<file path="src/hdl/awf_pkg.sv">
// Package for the ALU with flags and branch test.
// Holds opcodes, widths, branch conditions and the opcode class type; depends on nothing.
package awf_pkg;

  localparam int unsigned DataWidth = 16;
  localparam int unsigned ImmWidth  = 9;
  localparam int unsigned OpWidth   = 5;

  localparam logic [OpWidth-1:0] OpNop    = 5'd0;
  localparam logic [OpWidth-1:0] OpAdd    = 5'd1;
  localparam logic [OpWidth-1:0] OpSub    = 5'd2;
  localparam logic [OpWidth-1:0] OpLsr    = 5'd3;
  localparam logic [OpWidth-1:0] OpLsl    = 5'd4;
  localparam logic [OpWidth-1:0] OpRsr    = 5'd5;
  localparam logic [OpWidth-1:0] OpMov    = 5'd6;
  localparam logic [OpWidth-1:0] OpMul    = 5'd7;
  localparam logic [OpWidth-1:0] OpDiv    = 5'd8;
  localparam logic [OpWidth-1:0] OpMod    = 5'd9;
  localparam logic [OpWidth-1:0] OpAnd    = 5'd10;
  localparam logic [OpWidth-1:0] OpOr     = 5'd11;
  localparam logic [OpWidth-1:0] OpXor    = 5'd12;
  localparam logic [OpWidth-1:0] OpNot    = 5'd13;
  localparam logic [OpWidth-1:0] OpCmp    = 5'd14;
  localparam logic [OpWidth-1:0] OpInc    = 5'd15;
  localparam logic [OpWidth-1:0] OpDec    = 5'd16;
  localparam logic [OpWidth-1:0] OpBranch = 5'd18;
  localparam logic [OpWidth-1:0] OpIdle   = 5'd19;

  localparam logic [1:0] CondZero     = 2'd0;
  localparam logic [1:0] CondNegative = 2'd1;
  localparam logic [1:0] CondCarry    = 2'd2;
  localparam logic [1:0] CondOverflow = 2'd3;

  // Classes assigned by the front end.
  typedef enum logic [1:0] {
    ClsSimple = 2'd0,
    ClsDivide = 2'd1,
    ClsBranch = 2'd2,
    ClsIdle   = 2'd3
  } cls_e;

endpackage

</file>
<file path="src/hdl/awf_divider.sv">
// Restoring divider for signed truncating division, one quotient bit a cycle.
// Depends on awf_pkg for its default width.
module awf_divider #(
  parameter int unsigned DATA_WIDTH = awf_pkg::DataWidth
) (
  input  logic                  clk_i,
  input  logic                  rst_ni,
  input  logic                  start_i,
  input  logic [DATA_WIDTH-1:0] a_i,
  input  logic [DATA_WIDTH-1:0] b_i,
  output logic                  done_o,
  output logic [DATA_WIDTH-1:0] quot_o,
  output logic [DATA_WIDTH-1:0] rem_o
);

  localparam int unsigned CntW = $clog2(DATA_WIDTH + 1);

  logic                  busy_q;
  logic [CntW-1:0]       cnt_q;
  logic [DATA_WIDTH-1:0] dvd_q, dvs_q, rem_q;
  logic                  qneg_q, rneg_q;
  logic [DATA_WIDTH:0]   trial;
  logic [DATA_WIDTH:0]   shifted;
  logic [DATA_WIDTH-1:0] abs_a, abs_b;

  assign abs_a   = a_i[DATA_WIDTH-1] ? DATA_WIDTH'(-a_i) : a_i;
  assign abs_b   = b_i[DATA_WIDTH-1] ? DATA_WIDTH'(-b_i) : b_i;
  assign shifted = {rem_q, dvd_q[DATA_WIDTH-1]};
  assign trial   = shifted - {1'b0, dvs_q};

  always_ff @(posedge clk_i or negedge rst_ni) begin
    if (!rst_ni) begin
      busy_q <= 1'b0;
      cnt_q  <= '0;
      done_o <= 1'b0;
    end else begin
      done_o <= !start_i && busy_q && (cnt_q == CntW'(1));
      if (start_i) begin
        busy_q <= 1'b1;
        cnt_q  <= CntW'(DATA_WIDTH);
      end else if (busy_q) begin
        cnt_q <= cnt_q - 1'b1;
        if (cnt_q == CntW'(1)) begin
          busy_q <= 1'b0;
        end
      end
    end
  end

  always_ff @(posedge clk_i) begin
    if (start_i) begin
      dvd_q  <= abs_a;
      dvs_q  <= abs_b;
      rem_q  <= '0;
      qneg_q <= a_i[DATA_WIDTH-1] ^ b_i[DATA_WIDTH-1];
      rneg_q <= a_i[DATA_WIDTH-1];
    end else if (busy_q) begin
      if (!trial[DATA_WIDTH]) begin
        rem_q <= trial[DATA_WIDTH-1:0];
        dvd_q <= {dvd_q[DATA_WIDTH-2:0], 1'b1};
      end else begin
        rem_q <= shifted[DATA_WIDTH-1:0];
        dvd_q <= {dvd_q[DATA_WIDTH-2:0], 1'b0};
      end
    end
  end

  assign quot_o = qneg_q ? DATA_WIDTH'(-dvd_q) : dvd_q;
  assign rem_o  = rneg_q ? DATA_WIDTH'(-rem_q) : rem_q;

endmodule

</file>
<file path="src/hdl/awf_back.sv">
// Back end: executes queued requests, holds accumulator and flags.
// Depends on awf_pkg and awf_divider.
module awf_back #(
  parameter int unsigned DATA_WIDTH = awf_pkg::DataWidth
) (
  input  logic                        clk_i,
  input  logic                        rst_ni,
  input  logic                        q_valid_i,
  output logic                        q_ready_o,
  input  logic [awf_pkg::OpWidth-1:0] q_op_i,
  input  awf_pkg::cls_e               q_cls_i,
  input  logic [DATA_WIDTH-1:0]       q_a_i,
  input  logic [DATA_WIDTH-1:0]       q_b_i,
  input  logic [1:0]                  q_cond_i,
  output logic                        out_valid,
  input  logic                        out_ready,
  output logic [DATA_WIDTH-1:0]       result_o,
  output logic                        zero_out_o,
  output logic                        negative_out_o,
  output logic                        carry_out_o,
  output logic                        overflow_out_o,
  output logic                        take_jump_o
);

  localparam int unsigned ShW = $clog2(DATA_WIDTH);

  typedef enum logic [3:0] {
    StIdle = 4'b0001,
    StMul  = 4'b0010,
    StDiv  = 4'b0100,
    StOut  = 4'b1000
  } state_e;

  state_e                state_q, state_d;
  logic [DATA_WIDTH-1:0] acc_q;
  logic                  z_q, n_q, c_q, v_q;
  logic [DATA_WIDTH-1:0] a_q, b_q;
  logic [awf_pkg::OpWidth-1:0] op_q;
  logic signed [2*DATA_WIDTH-1:0] prod_q;
  logic                  jump_q;

  logic [DATA_WIDTH-1:0] r;
  logic                  z, n, c, v, upd;
  logic [DATA_WIDTH:0]   sum, dif;
  logic                  big;
  logic [ShW-1:0]        sh;
  logic [DATA_WIDTH-1:0] minv;
  logic                  div_start, div_done;
  logic [DATA_WIDTH-1:0] quot, rem;
  logic                  sel_flag;

  assign minv = {1'b1, {(DATA_WIDTH-1){1'b0}}};
  assign sh   = q_b_i[ShW-1:0];
  assign big  = (q_b_i >= DATA_WIDTH'(DATA_WIDTH));
  assign sum  = {1'b0, q_a_i} + {1'b0, q_b_i};
  assign dif  = {q_a_i[DATA_WIDTH-1], q_a_i} - {q_b_i[DATA_WIDTH-1], q_b_i};

  assign q_ready_o = (state_q == StIdle);
  assign div_start = q_valid_i && q_ready_o && (q_cls_i == awf_pkg::ClsDivide);

  awf_divider #(.DATA_WIDTH(DATA_WIDTH)) u_div (
    .clk_i  (clk_i),
    .rst_ni (rst_ni),
    .start_i(div_start),
    .a_i    (q_a_i),
    .b_i    (q_b_i),
    .done_o (div_done),
    .quot_o (quot),
    .rem_o  (rem)
  );

  always_comb begin
    case (q_cond_i)
      awf_pkg::CondZero:     sel_flag = z_q;
      awf_pkg::CondNegative: sel_flag = n_q;
      awf_pkg::CondCarry:    sel_flag = c_q;
      default:               sel_flag = v_q;
    endcase
  end

  // Combinational results of the simple operations, evaluated on the queue head.
  always_comb begin
    r = acc_q;
    z = 1'b0;
    n = 1'b0;
    c = 1'b0;
    v = 1'b0;
    case (q_op_i)
      awf_pkg::OpNop: r = acc_q;
      awf_pkg::OpAdd: begin
        r = sum[DATA_WIDTH-1:0];
        c = sum[DATA_WIDTH];
        v = (q_a_i[DATA_WIDTH-1] == q_b_i[DATA_WIDTH-1]) &&
            (r[DATA_WIDTH-1] != q_a_i[DATA_WIDTH-1]);
      end
      awf_pkg::OpSub: begin
        r = dif[DATA_WIDTH-1:0];
        c = dif[DATA_WIDTH];
        v = (q_a_i[DATA_WIDTH-1] != q_b_i[DATA_WIDTH-1]) &&
            (r[DATA_WIDTH-1] != q_a_i[DATA_WIDTH-1]);
      end
      awf_pkg::OpLsr: begin
        c = q_a_i[0];
        r = big ? '0 : (q_a_i >> sh);
      end
      awf_pkg::OpLsl: r = big ? '0 : (q_a_i << sh);
      awf_pkg::OpRsr: begin
        c = q_a_i[0];
        r = big ? {DATA_WIDTH{q_a_i[DATA_WIDTH-1]}}
                : DATA_WIDTH'($signed(q_a_i) >>> sh);
      end
      awf_pkg::OpMov: r = q_b_i;
      awf_pkg::OpAnd: r = q_a_i & q_b_i;
      awf_pkg::OpOr:  r = q_a_i | q_b_i;
      awf_pkg::OpXor: r = q_a_i ^ q_b_i;
      awf_pkg::OpNot: begin
        r = ~q_b_i;
        v = (q_b_i == minv);
      end
      awf_pkg::OpCmp: begin
        r = q_a_i;
        n = dif[DATA_WIDTH];
        z = (q_a_i == q_b_i);
      end
      awf_pkg::OpInc: r = q_a_i + 1'b1;
      awf_pkg::OpDec: r = q_a_i - 1'b1;
      default:        r = '1;
    endcase
    if (r == '0) begin
      z = 1'b1;
    end else if ((q_op_i == awf_pkg::OpSub || q_op_i == awf_pkg::OpDec) &&
                 ($signed(r) > $signed(q_a_i))) begin
      n = 1'b1;
    end
  end

  always_comb begin
    state_d = state_q;
    upd     = 1'b0;
    case (state_q)
      StIdle: begin
        if (q_valid_i) begin
          case (q_cls_i)
            awf_pkg::ClsDivide: state_d = StDiv;
            awf_pkg::ClsSimple: begin
              state_d = (q_op_i == awf_pkg::OpMul) ? StMul : StOut;
              upd     = (q_op_i != awf_pkg::OpMul);
            end
            default: state_d = StOut;
          endcase
        end
      end
      StMul:   state_d = StOut;
      StDiv:   if (div_done) state_d = StOut;
      StOut:   if (out_ready) state_d = StIdle;
      default: state_d = StIdle;
    endcase
  end

  assign out_valid = (state_q == StOut);

  always_ff @(posedge clk_i or negedge rst_ni) begin
    if (!rst_ni) begin
      state_q <= StIdle;
      acc_q   <= '0;
      z_q     <= 1'b0;
      n_q     <= 1'b0;
      c_q     <= 1'b0;
      v_q     <= 1'b0;
      jump_q  <= 1'b0;
    end else begin
      state_q <= state_d;
      if (state_q == StIdle && q_valid_i) begin
        jump_q <= (q_cls_i == awf_pkg::ClsBranch) ? sel_flag : 1'b0;
      end
      if (upd) begin
        acc_q <= r;
        z_q   <= z;
        n_q   <= n;
        c_q   <= c;
        v_q   <= v;
      end else if (state_q == StMul) begin
        acc_q <= prod_q[DATA_WIDTH-1:0];
        z_q   <= (prod_q[DATA_WIDTH-1:0] == '0);
        n_q   <= 1'b0;
        c_q   <= 1'b0;
        v_q   <= (prod_q[2*DATA_WIDTH-1:DATA_WIDTH-1] != '0) &&
                 (prod_q[2*DATA_WIDTH-1:DATA_WIDTH-1] != '1);
      end else if (state_q == StDiv && div_done) begin
        c_q <= 1'b0;
        n_q <= 1'b0;
        if (b_q == '0) begin
          v_q <= 1'b1;
          z_q <= (acc_q == '0);
        end else begin
          v_q <= (a_q == minv) && (b_q == '1);
          if (op_q == awf_pkg::OpDiv) begin
            acc_q <= quot;
            z_q   <= (quot == '0);
          end else begin
            acc_q <= rem;
            z_q   <= (rem == '0);
          end
        end
      end
    end
  end

  always_ff @(posedge clk_i) begin
    if (state_q == StIdle && q_valid_i) begin
      a_q    <= q_a_i;
      b_q    <= q_b_i;
      op_q   <= q_op_i;
      prod_q <= $signed(q_a_i) * $signed(q_b_i);
    end
  end

  assign result_o       = acc_q;
  assign zero_out_o     = z_q;
  assign negative_out_o = n_q;
  assign carry_out_o    = c_q;
  assign overflow_out_o = v_q;
  assign take_jump_o    = jump_q;

endmodule

</file>
<file path="config.mk">
export PLATFORM = sky130hd
export DESIGN_NAME = awf_back
export DESIGN_NICKNAME = d
export VERILOG_FILES = /design/src/hdl/awf_pkg.sv /design/src/hdl/awf_divider.sv /design/src/hdl/awf_back.sv
export SDC_FILE = /design/constraint.sdc
export NUM_CORES = 1
export LEC_CHECK = 0
export BUFFER_PORTS_ARGS = -buffer_cell sky130_fd_sc_hd__clkbuf_2
export CAP_MARGIN = 20
export CORE_MARGIN = 8
export CORE_UTILIZATION = 50
export DETAILED_ROUTE_END_ITERATION = 10
export PLACE_DENSITY = 0.76
export RECOVER_POWER = 50
export SKIP_LAST_GASP = 1
export SYNTH_ARGS = -nofsm -noshare
export SYNTH_HDL_FRONTEND = slang
export SYNTH_SLANG_ARGS = --single-unit
</file>
<file path="constraint.sdc">
create_clock -name clk_i -period 6.4 [get_ports clk_i]
set_input_delay 0.64 -clock clk_i [delete_from_list [all_inputs] [get_ports clk_i]]
set_output_delay 0.64 -clock clk_i [all_outputs]
set_load 0.05 [all_outputs]
</file>
# Yosys cells after proc, flatten, opt, wreduce, memory -nomap -nowiden
# Index checks and enable logic that the tools add are counted.
op_classes:
  addsub: 10
  multipliers: 1
  n_div: 0
  order_cmp: 2
  eq_ne: 38
  n_shift: 3
  mux: 53
  n_bitwise: 5
  n_reduce_logical: 27
op_table:
  columns: ["cell", "count"]
  rows:
  - ["$mux W16", 14]
  - ["$pmux W16 S14", 1]
  - ["$logic_not A16 Y1", 6]
  - ["$neg A16 Y16", 4]
  - ["$eq A16 B16 Y1 const B", 3]
  - ["$eq A5 B4 Y1 const B", 7]
  - ["$mul A16 B16 Y32", 1]
  - ["$mux W1", 26]
  - ["$eq A5 B3 Y1 const B", 4]
  - ["$add A16 B16 Y17", 1]
  - ["$ne A17 B17 Y1 const B", 1]
  - ["$reduce_bool A17 Y1", 1]
  - ["$sub A16 B16 Y17", 1]
  - ["$sub A17 B16 Y17", 1]
  - ["$add A16 B1 Y16 const B", 1]
  - ["$and A16 B16 Y16", 1]
  - ["$eq A16 B16 Y1", 1]
  - ["$ge A16 B5 Y1 const B", 1]
  - ["$gt A16 B16 Y1", 1]
  - ["$mux W4", 4]
  - ["$not A16 Y16", 1]
  - ["$or A16 B16 Y16", 1]
  - ["$pmux W4 S4", 1]
  - ["$shl A16 B4 Y16", 1]
  - ["other kinds (35)", 55]
word_totals:
  register_bits: 151
  latchBits: 0
  ramBits: 0
  romBits: 0
  input_bits: 45
  n_memories: 0

# Depth between registers and ports, before layout
logic_depth:
  ltp_word: 8
  ltp_mapped: 29
  depth_no_buf: 25

# Cells and area by module
# Synthesis repeated with hierarchy kept, for this count alone.
unflattened:
  hier_cells: 2816
  area_unflattened_um2: 24354.6
modules_own_cells:
  columns: ["mod", "n_inst", "cells_per_inst", "area_per_inst_um2", "seq_area_each_um2"]
  rows:
  - ["awf_back", 1, 2329, 20070.5, 2698.8]
  - ["awf_divider", 1, 487, 4284.1, 1516.5]

# Worst setup path before layout
# No wires, ideal clock.
synth_path:
  path_kind: "input to register"
  from: "input port q_b_i[3]"
  to: "register prod_q[30], data pin"
  t_arrival_ps: 6954
  setup_slack_ps: -811
  path_stages: 27
  path_buffers: 4
  path_cell_list: "clkbuf_1 > clkbuf_1 > clkbuf_1 > buf_1 > nand2_1 > fa_1 > inv_1 > fa_1 > inv_1 > fa_1 > inv_1 > fa_1 > inv_1 > fa_1 > inv_1 > fa_1 > ha_1 > nand2_1 > nor2_1 > nand3_1 > o31ai_1 > o2111a_1 > o21ai_0 > a211o_1 > o2111ai_1 > a21oi_1 > xnor2_1"
synth_via:
  elab_chain_cells: 1
synth_rtl:
  columns: ["item", "line_no", "rtl"]
  rows:
  - ["start: declaration", "awf_back.sv:13", "input logic [DATA_WIDTH-1:0] q_b_i,"]
  - ["$mul A16 B16 Y32", "awf_back.sv:214", "prod_q <= $signed(q_a_i) * $signed(q_b_i);"]
  - ["end signal: assignment", "awf_back.sv:214", null]
  - ["end: declaration", "awf_back.sv:39", "logic signed [2*DATA_WIDTH-1:0] prod_q;"]
# Every way passes these cells.
# A chain may end at the register's enable or synchronous reset.

# Worst setup path in the final report
layout_path:
  from: "input port q_b_i[11]"
  to: "register prod_q[30], data pin"
# The elaborated chain is that of the path after synthesis.

==> impl_metrics.ini <==
[layout]
nNetsFinal = 3412
layout_common_cells = inv_1, nand2_1, fa_1
syn2layout_area_growth_pct = 15.2
n_fill_cell = 4163
final_common_cell = inv_1
final_util_pct = 58.2
design_area_um2 = 27000
drive_gt1_share_pct = 14.2

[sta]
worst_pin_slew_ps = 2040
rsz0062_at_grt = false
fmax_mhz = 161
worst_slack_ps = 195
drv_slew = 138
slew_headroom_pct = -36.1
fin_crit_sh_pct = 97.0
fin_skew_ps = 15.8
hold_viol = 0
finalSetupViolations = 0
finalCriticalPeriod_ps = 6210

[global_route]
grt_util_met2_pct = 58.0
grt_pass1_vias = 22746
grt.overflow.total = 0
grtUsageTotal_pct = 37.2
antenna_found_initial = 5
use_met1_pct = 46.8
grt_util_met3_pct = 8.90
busiest_layer = met2
grt_max_degree = 42
grt_pass1_wl_mm = 148

[job]
maxCapViolCount = 4

[synthesis]
ys_warn_count = 0
synth_cells = 2692
synth_seq_cells = 151
syn_avg_cell_area_um2 = 8.72
syn-num-nets = 3187
ys_seq_area_share_pct = 18.0
post_synth_instance_area_um2 = 23500
async_flop_share_pct = 21.2
synth_cell_types = 98
synth_edf_count = 103
ys.flop_type = edfxtp_1

[floorplanning]
core_region_area_um2 = 46500
fp-row-count = 79
dieArea_um2 = 54100
io_pins = 68
die_h_um = 233
start_util_pct = 50.5
die_w_um = 233

[routing]
drtAntennaViolNets = 0
avgViaCountPerCell = 6.37
vias = 22556
drt_iter0_drc = 2600
dr.pass1.iters = 7
wire_per_inst_um = 28.2
route.detailed.drc = 0
drt-total-wl_mm = 100

[setup_path]
cp_cell_sequence = clkbuf_1 -> inv_1 -> buf_4 -> nor2_1 -> fa_1 -> inv_1 -> fa_1 -> inv_1 -> fa_1 -> inv_1 -> fa_1 -> fa_1 -> inv_1 -> fa_1 -> ha_1 -> and2_1 -> a31oi_4 -> o31ai_4 -> o2111a_1 -> o21ai_1 -> a211o_1 -> o2111ai_1 -> a21oi_1 -> xnor2_1
path_max_fanout = 9
reg2reg_depth = 9
worstSetupPathType = in2reg
cp-end-kind = flip-flop
slowest_delay_ps = 570
cp.required_ps = 6650
cp-start-kind = primary input
cp.arrival_ps = 6450
crit_top_cell = fa_1
cpMaxStageDelayCell = fa_1

[placed_design]
hpwl_mm = 81.8
port_buffers = 67
gp_congestion = 1.05
dp_slack_ps = -214
dpl_cell_area_um2 = 26500

[pwr]
p_leak_uw = 0.0121
pwr_density_cell_nw_per_um2 = 621
peakVddDrop_uv = 2360

[status]
violations = max-capacitance violations, max-slew violations
status = complete, but fails checks

[worst_hold_path]
hold_class = in2reg
min_path_cells = 3

[clock_network]
clock_sinks = 151
clock_path_buffers = 2
clk_latency_ps = 500
clockRootBuffer = clkbuf_16
cts_tree = yes
clk_pin_slew_worst_paths_ps = 70
h-tree-depth = 4
numCtsBuffers = 17
## sequential cells by signal, indices dropped and copies added, names as in the netlist
name	cells
zero_out_o	1
u_div.rem_q	16
u_div.rneg_q	1
u_div.dvs_q	16
overflow_out_o	1
state_q	4
op_q	5
take_jump_o	1
u_div.busy_q	1
u_div.qneg_q	1
u_div.dvd_q	16
u_div.cnt_q	5
u_div.done_o	1
result_o	16
carry_out_o	1
negative_out_o	1
a_q	16
prod_q	32
b_q	16
## worst paths after layout
| path | startpoint | to | slack (ps) |
|---|---|---|---|
| max | q_b_i[11] | prod_q[30] | 190 |
| min | out_ready | state_q[3] | 410 |
| max reg2reg | state_q[0] | u_div.dvd_q[3] | 1850 |
| min reg2reg | take_jump_o | take_jump_o | 510 |
| max in group asynchronous | rst_ni | result_o[3] | 4690 |
| min in group asynchronous | rst_ni | u_div.done_o | 640 |
## cell families (layout without fill, tap and decap cells)
family,Yosys count,count (layout),share of synthesized area (%)
AO/OA/AOI/OAI,520,520,14.9
other,0,4,0
multiplexers,78,78,4.29
buffers and inverters,527,765,8.60
adder cells (fa/ha/maj),450,450,32.5
flip-flops,151,151,18.0
XOR/XNOR,126,126,4.70
AND/OR/NAND/NOR,840,840,17.1
## per-stage QoR
stage	total power [µW]	setup TNS, ps	hold slack, ps	cells
global route	18100	0	407	3537
global placement	15200	-462	468	3504
detailed placement	15600	-867	500	3505
finish	16800	0	408	3541
floorplan	10900	0	344	2692
CTS	16800	0	237	3537
## final cells by class
class | count | area (µm²) | area share, %
repair buffers | 346 | 2500 | 9.27
multi-input cells | 2014 | 17500 | 64.6
well taps | 607 | 759 | 2.81
flip-flops and latches | 151 | 4220 | 15.6
clock buffers | 17 | 425 | 1.57
diodes | 4 | 10.0 | 0.0370
inverters | 387 | 1460 | 5.40
clock inverters | 15 | 191 | 0.708
## routing by layer
layer  vias up  part of all wire, %
li1       9685                    -
met1     11118                   37
met4         4                  7.0
met5         -                0.022
met3       365                   11
met2      1384                   45
## synthesized netlist by cell type, types with 10 or more instances
| master | instances | area [µm²] |
|---|---|---|
| inv_1 | 373 | 1400 |
| nand2_1 | 295 | 1110 |
| fa_1 | 266 | 5330 |
| nor2_1 | 234 | 878 |
| ha_1 | 184 | 2300 |
| a21oi_1 | 116 | 581 |
| o21ai_0 | 114 | 571 |
| edfxtp_1 | 103 | 3090 |
| clkbuf_1 | 97 | 364 |
| xnor2_1 | 90 | 788 |
| mux2i_1 | 50 | 500 |
| nand3_1 | 43 | 215 |
| xor2_1 | 36 | 315 |
| nor3_1 | 35 | 175 |
| nor4_1 | 33 | 206 |
| nand4_1 | 32 | 200 |
| dfrtp_1 | 31 | 776 |
| o31ai_1 | 30 | 225 |
| a21o_1 | 25 | 188 |
| nand2b_1 | 23 | 144 |
| buf_1 | 21 | 78.8 |
| nor2b_1 | 21 | 131 |
| or4_1 | 20 | 150 |
| or3_1 | 19 | 119 |
| a211oi_1 | 18 | 135 |
| buf_2 | 18 | 90.1 |
| mux4_2 | 17 | 383 |
| a31oi_1 | 16 | 100 |
| dfxtp_1 | 16 | 320 |
| a22oi_1 | 15 | 113 |
| and3_1 | 15 | 93.8 |
| o211ai_1 | 15 | 113 |
| o21a_1 | 15 | 113 |
| and2_1 | 14 | 87.6 |
| o22ai_1 | 13 | 81.3 |
| a221oi_1 | 12 | 105 |
| clkinv_1 | 12 | 45.0 |
| mux2_2 | 11 | 124 |
| o21bai_1 | 11 | 82.6 |
| a211o_1 | 10 | 87.6 |
| a221o_1 | 10 | 100 |
| o221ai_1 | 10 | 87.6 |
## worst max-delay path: cells and delay by family
kind	cells	cell delay [ps]
adders and majority gates	7	2980
AOI/OAI and AO/OA	7	1230
buffers and inverters	7	1160
and+or+nand+nor	2	350
xor gates and xnor gates	1	90
## report_power, final
group	internal (µW)	switching (µW)	total (µW)
Sequential	1990	500	2490
Clock	537	538	1070
Combinational	6110	7110	13200
## repair_timing
item,CTS,global route
buffers inserted,0,0
gates resized for setup,0,2
endpoints found under the setup margin,0,2
hold buffers,0,0
Power figures use the tool's default switching activity.
